<file path="src/rtl/trce_pkg.sv">
// Package for the transport receiver connection engine.
// Holds codes for actions, segment types, slot modes and status. No dependencies.
package trce_pkg;
  localparam logic [2:0] ACT_SEGMENT = 3'd0;
  localparam logic [2:0] ACT_CREATE  = 3'd1;
  localparam logic [2:0] ACT_LISTEN  = 3'd2;
  localparam logic [2:0] ACT_CONSUME = 3'd3;
  localparam logic [2:0] ACT_CLOSE   = 3'd4;
  localparam logic [2:0] ACT_TICK    = 3'd5;

  localparam logic [2:0] SEG_SYN     = 3'd0;
  localparam logic [2:0] SEG_SYNACK  = 3'd1;
  localparam logic [2:0] SEG_FIN     = 3'd2;
  localparam logic [2:0] SEG_FINACK  = 3'd3;
  localparam logic [2:0] SEG_DATA    = 3'd4;
  localparam logic [2:0] SEG_DATAACK = 3'd5;

  localparam logic [1:0] MODE_CLOSED = 2'd0;
  localparam logic [1:0] MODE_LISTEN = 2'd1;
  localparam logic [1:0] MODE_CONN   = 2'd2;
  localparam logic [1:0] MODE_CWAIT  = 2'd3;

  localparam logic [2:0] ST_OK       = 3'd0;
  localparam logic [2:0] ST_NO_SLOT  = 3'd1;
  localparam logic [2:0] ST_NO_PORT  = 3'd2;
  localparam logic [2:0] ST_BAD_STATE = 3'd3;
  localparam logic [2:0] ST_NO_DATA  = 3'd4;
  localparam logic [2:0] ST_IGNORED  = 3'd5;

  typedef struct packed {
    logic [2:0]  action;
    logic [2:0]  seg_type;
    logic [15:0] seg_dest_port;
    logic [15:0] seg_src_port;
    logic [31:0] seg_seq;
    logic [10:0] seg_len;
    logic [15:0] new_port;
    logic [2:0]  slot_sel;
    logic [16:0] consume_len;
  } req_t;

  typedef struct packed {
    logic [2:0]  status;
    logic [2:0]  slot_out;
    logic [1:0]  slot_state;
    logic        reply_valid;
    logic [2:0]  reply_type;
    logic [15:0] reply_src_port;
    logic [15:0] reply_dest_port;
    logic [31:0] reply_ack;
    logic        data_stored;
    logic [16:0] store_offset;
  } rsp_t;

  // Commands from the controller to the datapath.
  typedef struct packed {
    logic load;
    logic scan;
    logic exec;
  } cmd_t;

  // Status from the datapath to the controller.
  typedef struct packed {
    logic scan_done;
  } sts_t;
endpackage

</file>
<file path="src/rtl/trce_if.sv">
// Valid/ready channel interfaces for request, response and configuration.
// Depends on trce_pkg.
interface trce_req_if import trce_pkg::*; ();
  logic valid;
  logic ready;
  req_t data;
  modport source (output valid, output data, input ready);
  modport sink (input valid, input data, output ready);
endinterface

interface trce_rsp_if import trce_pkg::*; ();
  logic valid;
  logic ready;
  rsp_t data;
  modport source (output valid, output data, input ready);
  modport sink (input valid, input data, output ready);
endinterface

interface trce_cfg_if ();
  logic        valid;
  logic        ready;
  logic [15:0] data;
  modport source (output valid, output data, input ready);
  modport sink (input valid, input data, output ready);
endinterface

</file>
<file path="src/rtl/trce_ctrl.sv">
// Controller state machine of the connection engine.
// Depends on trce_pkg; drives the datapath by cmd_t and reads sts_t.
module trce_ctrl import trce_pkg::*; (
  input  logic clk,
  input  logic rst,
  input  logic in_valid,
  output logic in_ready,
  output logic out_valid,
  input  logic out_ready,
  input  sts_t sts,
  output cmd_t cmd
);
  typedef enum logic [2:0] {S_IDLE, S_SCAN, S_EXEC, S_OUT} state_t;
  state_t state;

  always_comb begin
    cmd = '0;
    cmd.load = (state == S_IDLE) && in_valid;
    cmd.scan = (state == S_SCAN);
    cmd.exec = (state == S_EXEC);
  end
  assign in_ready = (state == S_IDLE);

  always_ff @(posedge clk) begin
    if (rst) begin
      state <= S_IDLE;
      out_valid <= 1'b0;
    end else begin
      case (state)
        S_IDLE: if (in_valid) state <= S_SCAN;
        S_SCAN: if (sts.scan_done) state <= S_EXEC;
        S_EXEC: begin
          state <= S_OUT;
          out_valid <= 1'b1;
        end
        S_OUT: if (out_ready) begin
          out_valid <= 1'b0;
          state <= S_IDLE;
        end
        default: state <= S_IDLE;
      endcase
    end
  end

  assert property (@(posedge clk) disable iff (rst) out_valid |-> state == S_OUT)
    else $error("result shown outside output state");
  assert property (@(posedge clk) disable iff (rst) cmd.load |=> state == S_SCAN)
    else $error("accepted request did not start scan");
  assert property (@(posedge clk) disable iff (rst) cmd.exec |=> out_valid)
    else $error("execute did not raise result");
endmodule

</file>
<file path="src/rtl/trce_dp.sv">
// Datapath of the connection engine: slot table, port scan, slot update.
// Depends on trce_pkg; commanded by trce_ctrl.
module trce_dp import trce_pkg::*; #(
  parameter int SLOTS = 8,
  parameter int BUFFER_BYTES = 65536,
  parameter int SEGMENT_PAYLOAD_MAX = 1024
) (
  input  logic        clk,
  input  logic        rst,
  input  cmd_t        cmd,
  input  req_t        req_in,
  input  logic [15:0] cw_ticks,
  output sts_t        sts,
  output rsp_t        rsp
);
  localparam int IW = (SLOTS > 1) ? $clog2(SLOTS) : 1;
  localparam int CW = $clog2(SLOTS + 1);
  localparam int BW = $clog2(BUFFER_BYTES + 1);

  logic [SLOTS-1:0] vld;
  logic [1:0]  mode [SLOTS];
  logic [15:0] sport [SLOTS];
  logic [15:0] cport [SLOTS];
  logic [31:0] eseq [SLOTS];
  logic [BW-1:0] used [SLOTS];
  logic [15:0] cwc [SLOTS];

  req_t req;
  logic [CW-1:0] scan_idx;
  logic found;
  logic [IW-1:0] hit;

  assign sts.scan_done = (scan_idx == CW'(SLOTS));

  // Free slot and selection checks use valid bits only, which are flip-flops.
  logic free_found;
  logic [IW-1:0] free_idx;
  always_comb begin
    free_found = 1'b0;
    free_idx = '0;
    for (int i = SLOTS - 1; i >= 0; i--) begin
      if (!vld[i]) begin
        free_found = 1'b1;
        free_idx = IW'(i);
      end
    end
  end

  logic sel_in;
  logic [IW-1:0] sel;
  logic sel_ok;
  assign sel_in = ({4'b0000, req.slot_sel} < 7'(SLOTS));
  assign sel = sel_in ? IW'(req.slot_sel) : '0;
  assign sel_ok = sel_in && vld[sel];

  // Scan checks one slot per cycle for the lowest port match.
  always_ff @(posedge clk) begin
    if (cmd.load) begin
      req <= req_in;
      scan_idx <= '0;
      found <= 1'b0;
      hit <= '0;
    end else if (cmd.scan && !sts.scan_done) begin
      scan_idx <= scan_idx + 1'b1;
      if (!found && vld[scan_idx[IW-1:0]] &&
          sport[scan_idx[IW-1:0]] == req.seg_dest_port) begin
        found <= 1'b1;
        hit <= scan_idx[IW-1:0];
      end
    end
  end

  logic [1:0] hm;
  logic [BW:0] fit;
  logic data_ok;
  logic [31:0] new_seq;
  assign hm = mode[hit];
  assign fit = {1'b0, used[hit]} + (BW+1)'(req.seg_len);
  assign data_ok = (req.seg_seq == eseq[hit]) &&
                   ({5'd0, req.seg_len} <= 16'(SEGMENT_PAYLOAD_MAX)) &&
                   (fit <= (BW+1)'(BUFFER_BYTES));
  assign new_seq = eseq[hit] + {21'd0, req.seg_len};

  always_ff @(posedge clk) begin
    if (rst) begin
      vld <= '0;
      for (int i = 0; i < SLOTS; i++) mode[i] <= MODE_CLOSED;
    end else if (cmd.exec) begin
      rsp <= '0;
      case (req.action)
        ACT_SEGMENT: begin
          if (!found) rsp.status <= ST_NO_PORT;
          else begin
            rsp.slot_out <= 3'(hit);
            rsp.slot_state <= hm;
            rsp.status <= ST_IGNORED;
            // Reply ports are shown only when a reply segment goes out.
            case (hm)
              MODE_LISTEN: if (req.seg_type == SEG_SYN) begin
                mode[hit] <= MODE_CONN;
                cport[hit] <= req.seg_src_port;
                rsp.reply_src_port <= sport[hit];
                rsp.reply_dest_port <= req.seg_src_port;
                rsp.slot_state <= MODE_CONN;
                rsp.reply_valid <= 1'b1;
                rsp.reply_type <= SEG_SYNACK;
                rsp.status <= ST_OK;
              end
              MODE_CONN: begin
                if (req.seg_type == SEG_SYN) begin
                  rsp.reply_src_port <= sport[hit];
                  rsp.reply_dest_port <= cport[hit];
                  rsp.reply_valid <= 1'b1;
                  rsp.reply_type <= SEG_SYNACK;
                  rsp.status <= ST_OK;
                end else if (req.seg_type == SEG_FIN) begin
                  mode[hit] <= MODE_CWAIT;
                  cwc[hit] <= (cw_ticks == 16'd0) ? 16'd1 : cw_ticks;
                  rsp.reply_src_port <= sport[hit];
                  rsp.reply_dest_port <= cport[hit];
                  rsp.slot_state <= MODE_CWAIT;
                  rsp.reply_valid <= 1'b1;
                  rsp.reply_type <= SEG_FINACK;
                  rsp.status <= ST_OK;
                end else if (req.seg_type == SEG_DATA) begin
                  rsp.reply_src_port <= sport[hit];
                  rsp.reply_dest_port <= cport[hit];
                  rsp.reply_valid <= 1'b1;
                  rsp.reply_type <= SEG_DATAACK;
                  rsp.status <= ST_OK;
                  rsp.reply_ack <= eseq[hit];
                  if (data_ok) begin
                    rsp.data_stored <= 1'b1;
                    rsp.store_offset <= 17'(used[hit]);
                    rsp.reply_ack <= new_seq;
                    eseq[hit] <= new_seq;
                    used[hit] <= fit[BW-1:0];
                  end
                end
              end
              MODE_CWAIT: if (req.seg_type == SEG_FIN) begin
                rsp.reply_src_port <= sport[hit];
                rsp.reply_dest_port <= cport[hit];
                rsp.reply_valid <= 1'b1;
                rsp.reply_type <= SEG_FINACK;
                rsp.status <= ST_OK;
              end
              default: rsp.status <= ST_IGNORED;
            endcase
          end
        end
        ACT_CREATE: begin
          if (free_found) begin
            vld[free_idx] <= 1'b1;
            mode[free_idx] <= MODE_CLOSED;
            sport[free_idx] <= req.new_port;
            eseq[free_idx] <= '0;
            used[free_idx] <= '0;
            cwc[free_idx] <= '0;
            rsp.slot_out <= 3'(free_idx);
          end else rsp.status <= ST_NO_SLOT;
        end
        ACT_LISTEN: begin
          rsp.slot_out <= req.slot_sel;
          if (sel_ok && (mode[sel] == MODE_CLOSED || mode[sel] == MODE_LISTEN)) begin
            mode[sel] <= MODE_LISTEN;
            rsp.slot_state <= MODE_LISTEN;
          end else begin
            rsp.status <= ST_BAD_STATE;
            if (sel_ok) rsp.slot_state <= mode[sel];
          end
        end
        ACT_CONSUME: begin
          rsp.slot_out <= req.slot_sel;
          if (sel_ok) rsp.slot_state <= mode[sel];
          if (sel_ok && mode[sel] == MODE_CONN) begin
            if (32'(req.consume_len) > 32'(used[sel])) rsp.status <= ST_NO_DATA;
            else begin
              used[sel] <= used[sel] - BW'(req.consume_len);
              rsp.store_offset <= 17'(used[sel]) - req.consume_len;
            end
          end else rsp.status <= ST_BAD_STATE;
        end
        ACT_CLOSE: begin
          rsp.slot_out <= req.slot_sel;
          if (sel_ok && mode[sel] == MODE_CLOSED) vld[sel] <= 1'b0;
          else begin
            rsp.status <= ST_BAD_STATE;
            if (sel_ok) rsp.slot_state <= mode[sel];
          end
        end
        ACT_TICK: begin
          for (int i = 0; i < SLOTS; i++) begin
            if (vld[i] && mode[i] == MODE_CWAIT) begin
              if (cwc[i] <= 16'd1) begin
                cwc[i] <= '0;
                mode[i] <= MODE_CLOSED;
              end else cwc[i] <= cwc[i] - 16'd1;
            end
          end
        end
        default: rsp.status <= ST_IGNORED;
      endcase
    end
  end
endmodule

</file>
<file path="src/rtl/transport_receiver_connection_engine.sv">
// Top level of the transport receiver connection engine.
// Depends on trce_pkg, trce_if, trce_ctrl and trce_dp.
//
//  channel | direction | payload
//  req     | in        | action and segment / socket request fields
//  rsp     | out       | status, slot, reply segment and buffer offset
//  cfg     | in        | closewait_ticks, 16 bits
//
// Each request passes through the serial port scan over the slot table,
// then an execute state and an output state before its result is shown.
// Reset is synchronous on rst and frees every slot at once.
// A result that is not taken holds the block; the next request waits.
// Configuration writes are always taken.
module transport_receiver_connection_engine import trce_pkg::*; #(
  parameter int SLOTS = 8,
  parameter int BUFFER_BYTES = 65536,
  parameter int SEGMENT_PAYLOAD_MAX = 1024
) (
  input logic clk,
  input logic rst,
  trce_req_if.sink   req,
  trce_rsp_if.source rsp,
  trce_cfg_if.sink   cfg
);
  cmd_t cmd;
  sts_t sts;
  logic [15:0] cw_ticks;

  // The register is always ready to take a configuration write.
  assign cfg.ready = 1'b1;
  always_ff @(posedge clk) begin
    if (rst) cw_ticks <= 16'd1000;
    else if (cfg.valid) cw_ticks <= cfg.data;
  end

  trce_ctrl u_ctrl (
    .clk(clk), .rst(rst),
    .in_valid(req.valid), .in_ready(req.ready),
    .out_valid(rsp.valid), .out_ready(rsp.ready),
    .sts(sts), .cmd(cmd)
  );

  trce_dp #(
    .SLOTS(SLOTS), .BUFFER_BYTES(BUFFER_BYTES),
    .SEGMENT_PAYLOAD_MAX(SEGMENT_PAYLOAD_MAX)
  ) u_dp (
    .clk(clk), .rst(rst), .cmd(cmd), .req_in(req.data),
    .cw_ticks(cw_ticks), .sts(sts), .rsp(rsp.data)
  );
endmodule
</file>
<file path="src/flat_wrapper.sv">
// flat-port wrapper written by rule: the top's interface ports become plain ports
module transport_receiver_connection_engine_flat import trce_pkg::*;
#(
  parameter int SLOTS = 8,
  parameter int BUFFER_BYTES = 65536,
  parameter int SEGMENT_PAYLOAD_MAX = 1024
)
  (clk, rst, req_valid, req_data, req_ready, rsp_valid, rsp_data, rsp_ready, cfg_valid, cfg_data, cfg_ready);
  trce_req_if req_i ();
  trce_rsp_if rsp_i ();
  trce_cfg_if cfg_i ();
  input logic clk;
  input logic rst;
  input wire logic [$bits(req_i.valid)-1:0] req_valid;
  input wire logic [$bits(req_i.data)-1:0] req_data;
  output wire logic [$bits(req_i.ready)-1:0] req_ready;
  output wire logic [$bits(rsp_i.valid)-1:0] rsp_valid;
  output wire logic [$bits(rsp_i.data)-1:0] rsp_data;
  input wire logic [$bits(rsp_i.ready)-1:0] rsp_ready;
  input wire logic [$bits(cfg_i.valid)-1:0] cfg_valid;
  input wire logic [$bits(cfg_i.data)-1:0] cfg_data;
  output wire logic [$bits(cfg_i.ready)-1:0] cfg_ready;
  assign req_i.valid = req_valid;
  assign req_i.data = req_data;
  assign req_ready = req_i.ready;
  assign rsp_valid = rsp_i.valid;
  assign rsp_data = rsp_i.data;
  assign rsp_i.ready = rsp_ready;
  assign cfg_i.valid = cfg_valid;
  assign cfg_i.data = cfg_data;
  assign cfg_ready = cfg_i.ready;
  transport_receiver_connection_engine #(.SLOTS(SLOTS), .BUFFER_BYTES(BUFFER_BYTES), .SEGMENT_PAYLOAD_MAX(SEGMENT_PAYLOAD_MAX)) u_core (.clk(clk), .rst(rst), .req(req_i), .rsp(rsp_i), .cfg(cfg_i));
endmodule
</file>
<file path="config.mk">
export PLATFORM = sky130hd
export DESIGN_NAME = transport_receiver_connection_engine_flat
export DESIGN_NICKNAME = d
export VERILOG_FILES = /design/src/rtl/trce_pkg.sv /design/src/rtl/trce_if.sv /design/src/rtl/trce_ctrl.sv /design/src/rtl/trce_dp.sv /design/src/rtl/transport_receiver_connection_engine.sv /design/src/flat_wrapper.sv
export SDC_FILE = /design/constraint.sdc
export NUM_CORES = 1
export LEC_CHECK = 0
export BUFFER_PORTS_ARGS = -buffer_cell sky130_fd_sc_hd__buf_4
export CORE_AREA = 2 2 406 408
export DETAILED_ROUTE_END_ITERATION = 12
export DIE_AREA = 0 0 408 410
export PLACE_DENSITY = 0.44
export SLEW_MARGIN = 0
export SYNTH_ARGS = -nofsm -noshare
export SYNTH_HDL_FRONTEND = slang
export SYNTH_SLANG_ARGS = --single-unit
</file>
<file path="constraint.sdc">
create_clock -name clk -period 8.21 [get_ports clk]
set_input_delay 0.821 -clock clk [delete_from_list [all_inputs] [get_ports clk]]
set_output_delay 0.821 -clock clk [all_outputs]
set_load 0.03 [all_outputs]
</file>
**Word level (Yosys, flattened, before mapping)**

Memory sizes are Yosys's and may differ from the RTL's. A register that Yosys moved wholly into a read port is not among the register bits.
Cells that the tools add are included.

- $add $sub $neg: 12
- Magnitude comparators: 16
- Equality and inequality tests: 31
- Multiplexer cells: 264
- Bitwise logic cells: 25
- Reduce and logical (&&, ||, !) cells: 45

Operator list:

| operator | count |
|---|---|
| two-way mux 50 bit | 4 |
| two-way mux 16 bit | 11 |
| two-way mux 1 bit | 161 |
| less-or-equal comparator 16 x 1 -> 1 bit, second input constant | 8 |
| subtractor 16 x 1 -> 16 bit, second input constant | 8 |
| two-way mux 3 bit | 42 |
| two-way mux 36 bit | 3 |
| case mux 36 bit (3 select lines) | 1 |
| two-way mux 91 bit | 1 |
| two-way mux 86 bit | 1 |
| two-way mux 17 bit | 4 |
| two-way mux 2 bit | 19 |
| two-way mux 38 bit | 1 |
| case mux 17 bit (2 select lines) | 1 |
| OR reduction 17 bit | 2 |
| adder 32 x 11 -> 32 bit | 1 |
| equality test 32 bit | 1 |
| two-way mux 32 bit | 1 |
| OR reduction 16 bit | 2 |
| OR reduction 32 bit | 1 |
| equality test 2 bit, second input constant | 11 |
| logical AND 1 bit | 19 |
| adder 17 x 11 -> 18 bit | 1 |
| less-or-equal comparator 18 x 17 -> 1 bit, second input constant | 1 |
| 41 further kinds | 88 |

- Flip-flop bits (word level): 247
- Memory bits (writable): 792
- Input port bits: 138
- Output and inout bits: 97
- Logic and storage cells: 425
- Memories: 6

Memories:

| memory | depth | width | read ports | clocked after Yosys merged registers in | write ports | line | RTL |
|---|---|---|---|---|---|---|---|
| u_core.u_dp.eseq | 8 | 32 | 1 | 1 | 1 | trce_dp.sv:24 | `logic [31:0] eseq [SLOTS];` |
| u_core.u_dp.used | 8 | 17 | 2 | 2 | 1 | trce_dp.sv:25 | `logic [BW-1:0] used [SLOTS];` |
| u_core.u_dp.cport | 8 | 16 | 1 | 1 | 1 | trce_dp.sv:23 | `logic [15:0] cport [SLOTS];` |
| u_core.u_dp.cwc | 8 | 16 | 8 | 0 | 8 | trce_dp.sv:26 | `logic [15:0] cwc [SLOTS];` |
| u_core.u_dp.sport | 8 | 16 | 2 | 2 | 1 | trce_dp.sv:22 | `logic [15:0] sport [SLOTS];` |
| u_core.u_dp.mode | 8 | 2 | 10 | 2 | 8 | trce_dp.sv:21 | `logic [1:0] mode [SLOTS];` |

**Logic depth before layout (Yosys ltp)**

Gate-level depths: netlist of the first run.

- Depth after elaboration: 16
- Depth in mapped cells: 23
- Mapped depth without buffers: 15

**Hierarchy**

Synthesis of the first run repeated with hierarchy kept, for this count alone.

- Cells, all modules: 3240
- Area total of the unflattened synthesis: 48600.4 um^2

Modules (own cells, without submodules):

| module | instances | cells each | area an instance (um^2) | seq. area each (um^2) |
|---|---|---|---|---|
| trce_dp | 1 | 3163 | 47777.1 | 30589.3 |
| transport_receiver_connection_engine | 1 | 54 | 611.8 | 320.3 |
| trce_ctrl | 1 | 23 | 211.5 | 60.1 |

**Worst setup path after synthesis of the first run**

Ideal clock, no wire load.

- Path kind: flip-flop to flip-flop
- Start: register with a tool-made name
- End: memory u_core.u_dp.eseq[0][0] (enable)
- Library setup time: 461 ps
- Arrival: 6991 ps
- Required time: 7749 ps
- Slack: 758 ps
- Stages on the path, launching flop included: 20
- Buffers on the path: 6
- Period minus slack after synthesis: 7452 ps
- Cell sequence: dfxtp_1 > buf_6 > buf_6 > buf_6 > buf_2 > buf_1 > buf_2 > mux4_2 > nand2_1 > nand2_1 > fa_1 > a211oi_1 > o211ai_1 > a31o_2 > a21oi_1 > xnor2_1 > nor4_1 > a41o_1 > a31oi_2 > nor3_1

RTL lines:

| item | line |
|---|---|
| end, declared | trce_dp.sv:24 |

==> flow_metrics.env, run 1 <==
export IMPL_power_total_mw=14.7
export IMPL_holdBufCountCts=0
export IMPL_drt_total_wl_um=149000
export IMPL_core_um2=163000
export IMPL_r2r_end="u_core.u_dp.eseq[6][16]"
export IMPL_ant_nets=0
export IMPL_drt_pass1_iterations=7
export IMPL_synth_top_cell_area_share=0.620
export IMPL_postLayoutCoreUtil=0.350
export IMPL_slew_limit_headroom=0.169
export IMPL_drtIter0Drc=2476
export IMPL_hold_viol_final=0
export IMPL_power_density_nw_per_um2=257
export IMPL_ios=235
export IMPL_r2r_cells=16
export IMPL_synthCells=3323
export IMPL_vias=30200
export IMPL_timing_final_ws_setup_ns=2.12
export IMPL_cp_cell_sequence="buf_4 -> mux4_2 -> nor2_1 -> a221oi_1 -> ha_1 -> inv_1 -> fa_1 -> nor2b_1 -> o2111a_1 -> nor2_1 -> a211o_1 -> o2111ai_1 -> nand2_1 -> nor3_1 -> nand2_1 -> a21oi_1"
export IMPL_ctsResizeCount=0
export IMPL_grt_start_max_net_pins=58
export IMPL_placed_cell_area_um2=53200
export IMPL_worst_path_largest_cell_delay_ns=0.73
export IMPL_cts_root_buf="clkbuf_16"
export IMPL_cts_sinks=1046
export IMPL_port_buffers=233
export IMPL_yosysSeqAreaShare=0.638
export IMPL_fmax_mhz=164
export IMPL_rsz0062_at_grt="false"
export IMPL_grt_pass1_vias=30300
export IMPL_preCtsSetupSlack_ns=2.23
export IMPL_clk_path_buf_depth=3
export IMPL_outcome="finished, final reports clean"
export IMPL_min_delay_start="req_data[5]"
export IMPL_endpoint_kind="flip-flop"
export IMPL_ir_drop_mv=0.188
export IMPL_worst_ep_arrival_time_ns=6.55
export IMPL_slew_violations=0
export IMPL_grt_pass1_wl_um=215000
export IMPL_hold_class="input port to flip-flop"
export IMPL_pwr_share_clk=0.368
export IMPL_finalSetupTns_ns=0
export IMPL_synth_nets=3530
export IMPL_clock_latency_ns=0.79
export IMPL_grt_total_usage=0.175
export IMPL_drc_errors=0
export IMPL_hold_end="u_core.u_dp.req[5]"
export IMPL_hold_path_depth=1
export IMPL_grt_overflow_total=0
export IMPL_combPwrFrac=0.174
export IMPL_start_kind="flip-flop"
export IMPL_gp_congestion=0.819
export IMPL_path_buf_inv=2
export IMPL_setup_violations=0
export IMPL_cp_slowest_cell="dfxtp_4"
export IMPL_rows=149
export IMPL_synth_flop_cell="edfxtp_1"
export IMPL_critPathTopFamily="compound AO/OA/AOI/OAI gates"
export IMPL_cap_violations=0
export IMPL_fin_nets=3817
export IMPL_r2r_slack_ns=2.12
export IMPL_vias_per_cell=5.12
export IMPL_clkTransAtPathRegs_ns=0.06
export IMPL_wl_per_cell_um=25.2
export IMPL_clock_skew_ns=0.0633
export IMPL_yosysTopAreaCell="edfxtp_1"
export IMPL_numCtsBuffers=118
export IMPL_ys_top_cells_by_area="edfxtp_1, mux4_2, nand2_1"
export IMPL_cts_max_level=3
export IMPL_switchingPower_mw=4.23
export IMPL_period_needed_ns=6.09
export IMPL_syn_area_um2=48600
export IMPL_yosysWarnings=0
export IMPL_initial_core_util=0.297
export IMPL_n_antenna_cell=0
export IMPL_tightest_slew_ns=1.25
export IMPL_criticalPathCategory="flip-flop to flip-flop"
export IMPL_die_area_um2=167000
export IMPL_synth_ff_latch_count=1046
export IMPL_die_h_um=410
export IMPL_dp_hpwl_um=96000
export IMPL_yosysUniqueCellTypes=84
export IMPL_p_leak_nw=18.5
export IMPL_finish_instance_area_um2=57100
export IMPL_die_x_um=408
export IMPL_cp_max_fo=37
export IMPL_cts_tree="built"
export IMPL_synth_edf_count=1002
export IMPL_postCtsSetupBuffers=0
export IMPL_cp_data_required_time_ns=8.67
export IMPL_p_int_mw=10.4
export IMPL_drive_gt1_frac=0.226
export IMPL_avgSynthCellArea_um2=14.6
export IMPL_final_period_utilization=0.742
export IMPL_sw_frac_of_total=0.288
export IMPL_areaGrowthSynthToFinish_pct=17.7
export IMPL_antenna_found_initial=3
export IMPL_synthArstFlopShare=0
export IMPL_p_seq_frac=0.459
## power groups by stage
stage	clock (mW)	combinational [mW]	sequential, mW
CTS	5.53	2.58	6.73
global placement	0	2.57	6.84
global route	5.72	2.78	6.77
detailed placement	0	2.57	6.84
finish	5.39	2.55	6.73
floorplan	0	1.63	6.75
## cell type report
cell class,count,area [µm²]
Timing Repair Buffer,329,2490
Sequential cell,1046,31000
Tap cell,2189,2740
Fill cell,15700,106000
Multi-Input combinational cell,2032,16700
Clock inverter,83,932
Inverter,83,317
Clock buffer,136,3020
## through the flow
stage	instances	hold WS, ns
final	5898	0.213
after global routing	5898	0.155
after CTS	5897	0.143
after detailed placement	5678	0.489
after global placement	5678	0.483
after floorplan	3323	0.461
## how the worst max path moves through the flow
stage / cells past startpoint / startpoint / to / slack, ns
2_1_floorplan: 19 / flip-flop / u_core.u_dp.eseq[0][0] / 0.76
3_3_place_gp: 16 / flip-flop / u_core.u_dp.eseq[6][16] / 2.29
3_5_place_dp: 16 / flip-flop / u_core.u_dp.eseq[6][16] / 2.23
4_1_cts: 16 / flip-flop / u_core.u_dp.eseq[0][16] / 2.13
5_1_grt: 16 / flip-flop / u_core.u_dp.eseq[1][26] / 1.76
6_report: 16 / flip-flop / u_core.u_dp.eseq[6][16] / 2.12
## routing by layer
| metal | up-vias | wire length, µm | global-route usage |
|---|---|---|---|
| li1 | 13600 | - | - |
| met1 | 15500 | 69000 | 0.249 |
| met2 | 901 | 69000 | 0.278 |
| met3 | 182 | 7690 | 0.0307 |
| met4 | 0 | 2950 | 0.0386 |
| met5 | - | 0 | 0 |
## cell families (layout without fill, tap and decap cells)
group / after synthesis / count (layout) / synth area share
buffers and inverters: 245 / 631 / 0.0226
and+or+nand+nor: 917 / 917 / 0.0909
other: 1 / 1 / 0.0000772
AOI/OAI and AO/OA: 504 / 504 / 0.0656
muxes: 343 / 343 / 0.129
DFF: 1046 / 1046 / 0.638
xor gates and xnor gates: 197 / 197 / 0.0355
adders and majority gates: 70 / 70 / 0.0184
## synth_stat cells (all sizes together), types with 8 or more instances
master / n
a21boi: 9
a21oi: 96
a221oi: 8
a22oi: 37
a31o: 11
a31oi: 9
and2: 10
and3: 14
buf: 76
clkbuf: 86
dfxtp: 44
edfxtp: 1002
ha: 66
inv: 83
mux2: 20
mux2i: 104
mux4: 219
nand2: 280
nand2b: 34
nand3: 97
nand4: 42
nor2: 198
nor2b: 15
nor3: 93
nor3b: 10
nor4: 59
o211ai: 15
o21a: 11
o21ai: 158
o22ai: 61
o31ai: 31
or2: 12
or3: 26
or4: 12
xnor2: 90
xor2: 107
## cells in the final DEF (no fill, tap or decap), types with 18 or more instances in the layout
master     synthesis  final
clkinv_1           0     28
o21ai_0          148    140
ha_1              66     66
o22ai_1           61     61
nor2_1           197    184
xor2_1           107    107
clkbuf_16          0    118
nor4_1            57     57
mux2i_1           94     94
a21oi_1           96     89
inv_1             82     81
o31ai_1           31     31
edfxtp_1        1002   1002
a22oi_1           37     37
nand4_1           40     40
nand2b_1          34     34
nor3_1            93     82
clkbuf_1          86     18
mux2_2            20     20
or3_1             26     26
nand3_1           95     95
buf_4             11    326
clkinv_2           0     22
xnor2_1           90     90
nand2_1          280    279
dfxtp_1           44     38
mux4_2           219    219
## sequential cells by signal, summed over array words and instances (netlist names), 3 cells and up, named ones only
signal	flops
u_core.u_dp.sport	128
u_core.u_dp.used	136
u_core.cw_ticks	16
u_core.u_dp.rsp	93
u_core.u_dp.sel	3
u_core.u_dp.req	114
u_core.u_dp.scan_idx	4
u_core.u_dp.mode	16
u_core.u_dp.hit	3
u_core.u_dp.cwc	128
u_core.u_dp.vld	8
u_core.u_dp.cport	128
u_core.u_dp.eseq	256
Power figures use the tool's default switching activity.
==> run 2: changes to the inputs <==
==> constraint.sdc (replaced) <==
create_clock -name clk -period 6.4 [get_ports clk]
set_input_delay 0.64 -clock clk [delete_from_list [all_inputs] [get_ports clk]]
set_output_delay 0.64 -clock clk [all_outputs]
set_load 0.03 [all_outputs]
==> run 2 against run 1 <==
Against the previous run:
- clock-buffer cell count grew 25
- clock skew down 0.018 ns
- global-route usage is 0.26 points lower
- first-iteration DRC count is 9.2% higher
- critical endpoint is now u_core.u_dp.eseq[4][26]
==> flow_metrics.env, run 2 (same netlist as run 1, synthesis figures left out) <==
export IMPL_gp_congestion=0.818
export IMPL_die_h_um=410
export IMPL_die_x_um=408
export IMPL_vias=30100
export IMPL_placed_cell_area_um2=53400
export IMPL_dp_hpwl_um=94400
export IMPL_slew_limit_headroom=0.256
export IMPL_wl_per_cell_um=24.7
export IMPL_cts_root_buf="clkbuf_16"
export IMPL_cp_cell_sequence="buf_12 -> mux4_2 -> nor2_1 -> a221oi_1 -> ha_1 -> inv_1 -> fa_1 -> nor2b_1 -> o2111a_1 -> nor2_1 -> a211o_1 -> o2111ai_1 -> buf_4 -> nand2_1 -> nor3_1 -> nand2_1 -> a21oi_1"
export IMPL_grt_total_usage=0.172
export IMPL_hold_viol_final=0
export IMPL_cts_sinks=1046
export IMPL_cp_data_required_time_ns=6.83
export IMPL_period_needed_ns=5.95
export IMPL_holdBufCountCts=23
export IMPL_worst_path_largest_cell_delay_ns=0.79
export IMPL_ctsResizeCount=0
export IMPL_final_cell_mix="edfxtp_1, buf_4, nand2_1, mux4_2, nor2_1"
export IMPL_largest_reg_flops=256
export IMPL_worst_ep_arrival_time_ns=6.37
export IMPL_multi_input_area_um2=16700
export IMPL_fmax_mhz=168
export IMPL_start_kind="flip-flop"
export IMPL_setup_violations=0
export IMPL_wl_met2_um=67300
export IMPL_endpoint_kind="flip-flop"
export IMPL_power_total_mw=18.6
export IMPL_clkTransAtPathRegs_ns=0.06
export IMPL_ios=235
export IMPL_areaGrowthSynthToFinish_pct=18.2
export IMPL_rsz0062_at_grt="false"
export IMPL_clock_skew_ns=0.0453
export IMPL_cap_violations=0
export IMPL_slew_violations=0
export IMPL_core_um2=163000
export IMPL_reg_top3="u_core.u_dp.eseq x256, u_core.u_dp.used x136"
export IMPL_drt_total_wl_um=146000
export IMPL_met1_length_um=67600
export IMPL_die_area_um2=167000
export IMPL_antenna_found_initial=8
export IMPL_postCtsSetupBuffers=0
export IMPL_grt_overflow_total=0
export IMPL_outcome="finished, final reports clean"
export IMPL_finish_instance_area_um2=57400
export IMPL_grt_pass1_vias=30400
export IMPL_numCtsBuffers=117
export IMPL_cp_max_fo=47
export IMPL_r2r_slack_ns=0.45
export IMPL_drtIter0Drc=2705
export IMPL_seq_area_um2=31000
export IMPL_fillers=15900
export IMPL_grt_pass1_wl_um=213000
export IMPL_cts_max_level=3
export IMPL_wl_met3_um=8530
export IMPL_drc_errors=0
export IMPL_vias_per_cell=5.07
export IMPL_ir_drop_mv=0.215
export IMPL_rows=149
export IMPL_top_register="u_core.u_dp.eseq"
export IMPL_criticalPathCategory="flip-flop to flip-flop"
export IMPL_drt_pass1_iterations=8
export IMPL_hold_class="input port to flip-flop"
export IMPL_tightest_slew_ns=1.11
export IMPL_top_layer_used="met5"
export IMPL_clk_path_buf_depth=3
export IMPL_clock_latency_ns=0.75
export IMPL_p_leak_nw=18.6
export IMPL_cts_tree="built"
export IMPL_ant_nets=0
export IMPL_layout_commonest_cell="edfxtp_1"
export IMPL_drive_gt1_frac=0.224
export IMPL_finalSetupTns_ns=0
export IMPL_port_buffers=233
export IMPL_final_period_utilization=0.929
export IMPL_grt_start_max_net_pins=59
export IMPL_fin_nets=3849
export IMPL_initial_core_util=0.297
export IMPL_cp_slowest_cell="dfxtp_4"
export IMPL_power_density_nw_per_um2=325
run 2: cell types whose count changed in the layout (fill, tap and decap cells not counted), sizes merged:
cell,change
buf,+11
bufinv,-4
clkbuf,+24
clkinv,-20
clkinvlp,-4
diode,+1
dlygate4sd3,+23
run 2: area by class of cell:
type	count	share of cell area
Antenna cell	1	0.0000436
Clock buffer	161	0.0555
Clock inverter	55	0.00987
Inverter	83	0.00556
Multi-Input combinational cell	2032	0.291
Sequential cell	1046	0.540
Tap cell	2189	0.0477
Timing Repair Buffer	362	0.0505
run 2: per-stage QoR:
| step | util | cells | hold WS [ns] | worst slack (ns) |
|---|---|---|---|---|
| after global routing | 0.351 | 5928 | 0.0233 | 0.0747 |
| after detailed placement | 0.327 | 5689 | 0.492 | 0.305 |
| after global placement | 0.327 | 5689 | 0.485 | 0.421 |
| final | 0.351 | 5929 | 0.0685 | 0.453 |
| after CTS | 0.351 | 5928 | 0.000459 | 0.238 |
| after floorplan | - | 3323 | 0.461 | -0.138 |
run 2: where the power goes:
part | switching (mW) | total [mW] | internal (mW) | leakage [nW]
logic | 2.07 | 3.32 | 1.25 | 7.30
registers | 0.452 | 8.65 | 8.20 | 9.50
clock network | 2.80 | 6.67 | 3.87 | 1.83
total | 5.32 | 18.6 | 13.3 | 18.6
run 2: routing by layer:
layer / GRT usage / vias to the layer above
met1: 0.245 / 15400
li1: - / 13700
met4: 0.0393 / 6
met5: 0 / -
met2: 0.270 / 850
met3: 0.0344 / 168
run 2: worst max-delay path, delay by kind of cell, from the launching register on:
| kind | cells | cell delay [ns] |
|---|---|---|
| flip-flops | 1 | 0.79 |
| adder cells (fa/ha/maj) | 2 | 0.84 |
| buffers and inverters | 3 | 0.69 |
| AO/OA/AOI/OAI | 5 | 2.09 |
| AND/OR/NAND/NOR | 6 | 0.88 |
| multiplexers | 1 | 0.28 |
run 2: final timing paths:
| kind | start | endpoint | cells past startpoint |
|---|---|---|---|
| setup reg to reg | flip-flop | u_core.u_dp.eseq[4][26] | 17 |
| hold / removal | req_data[20] | u_core.u_dp.req[20] | 1 |
| setup / recovery | flip-flop | u_core.u_dp.eseq[4][26] | 17 |
| hold reg to reg | u_core.cw_ticks[0] | u_core.cw_ticks[0] | 2 |
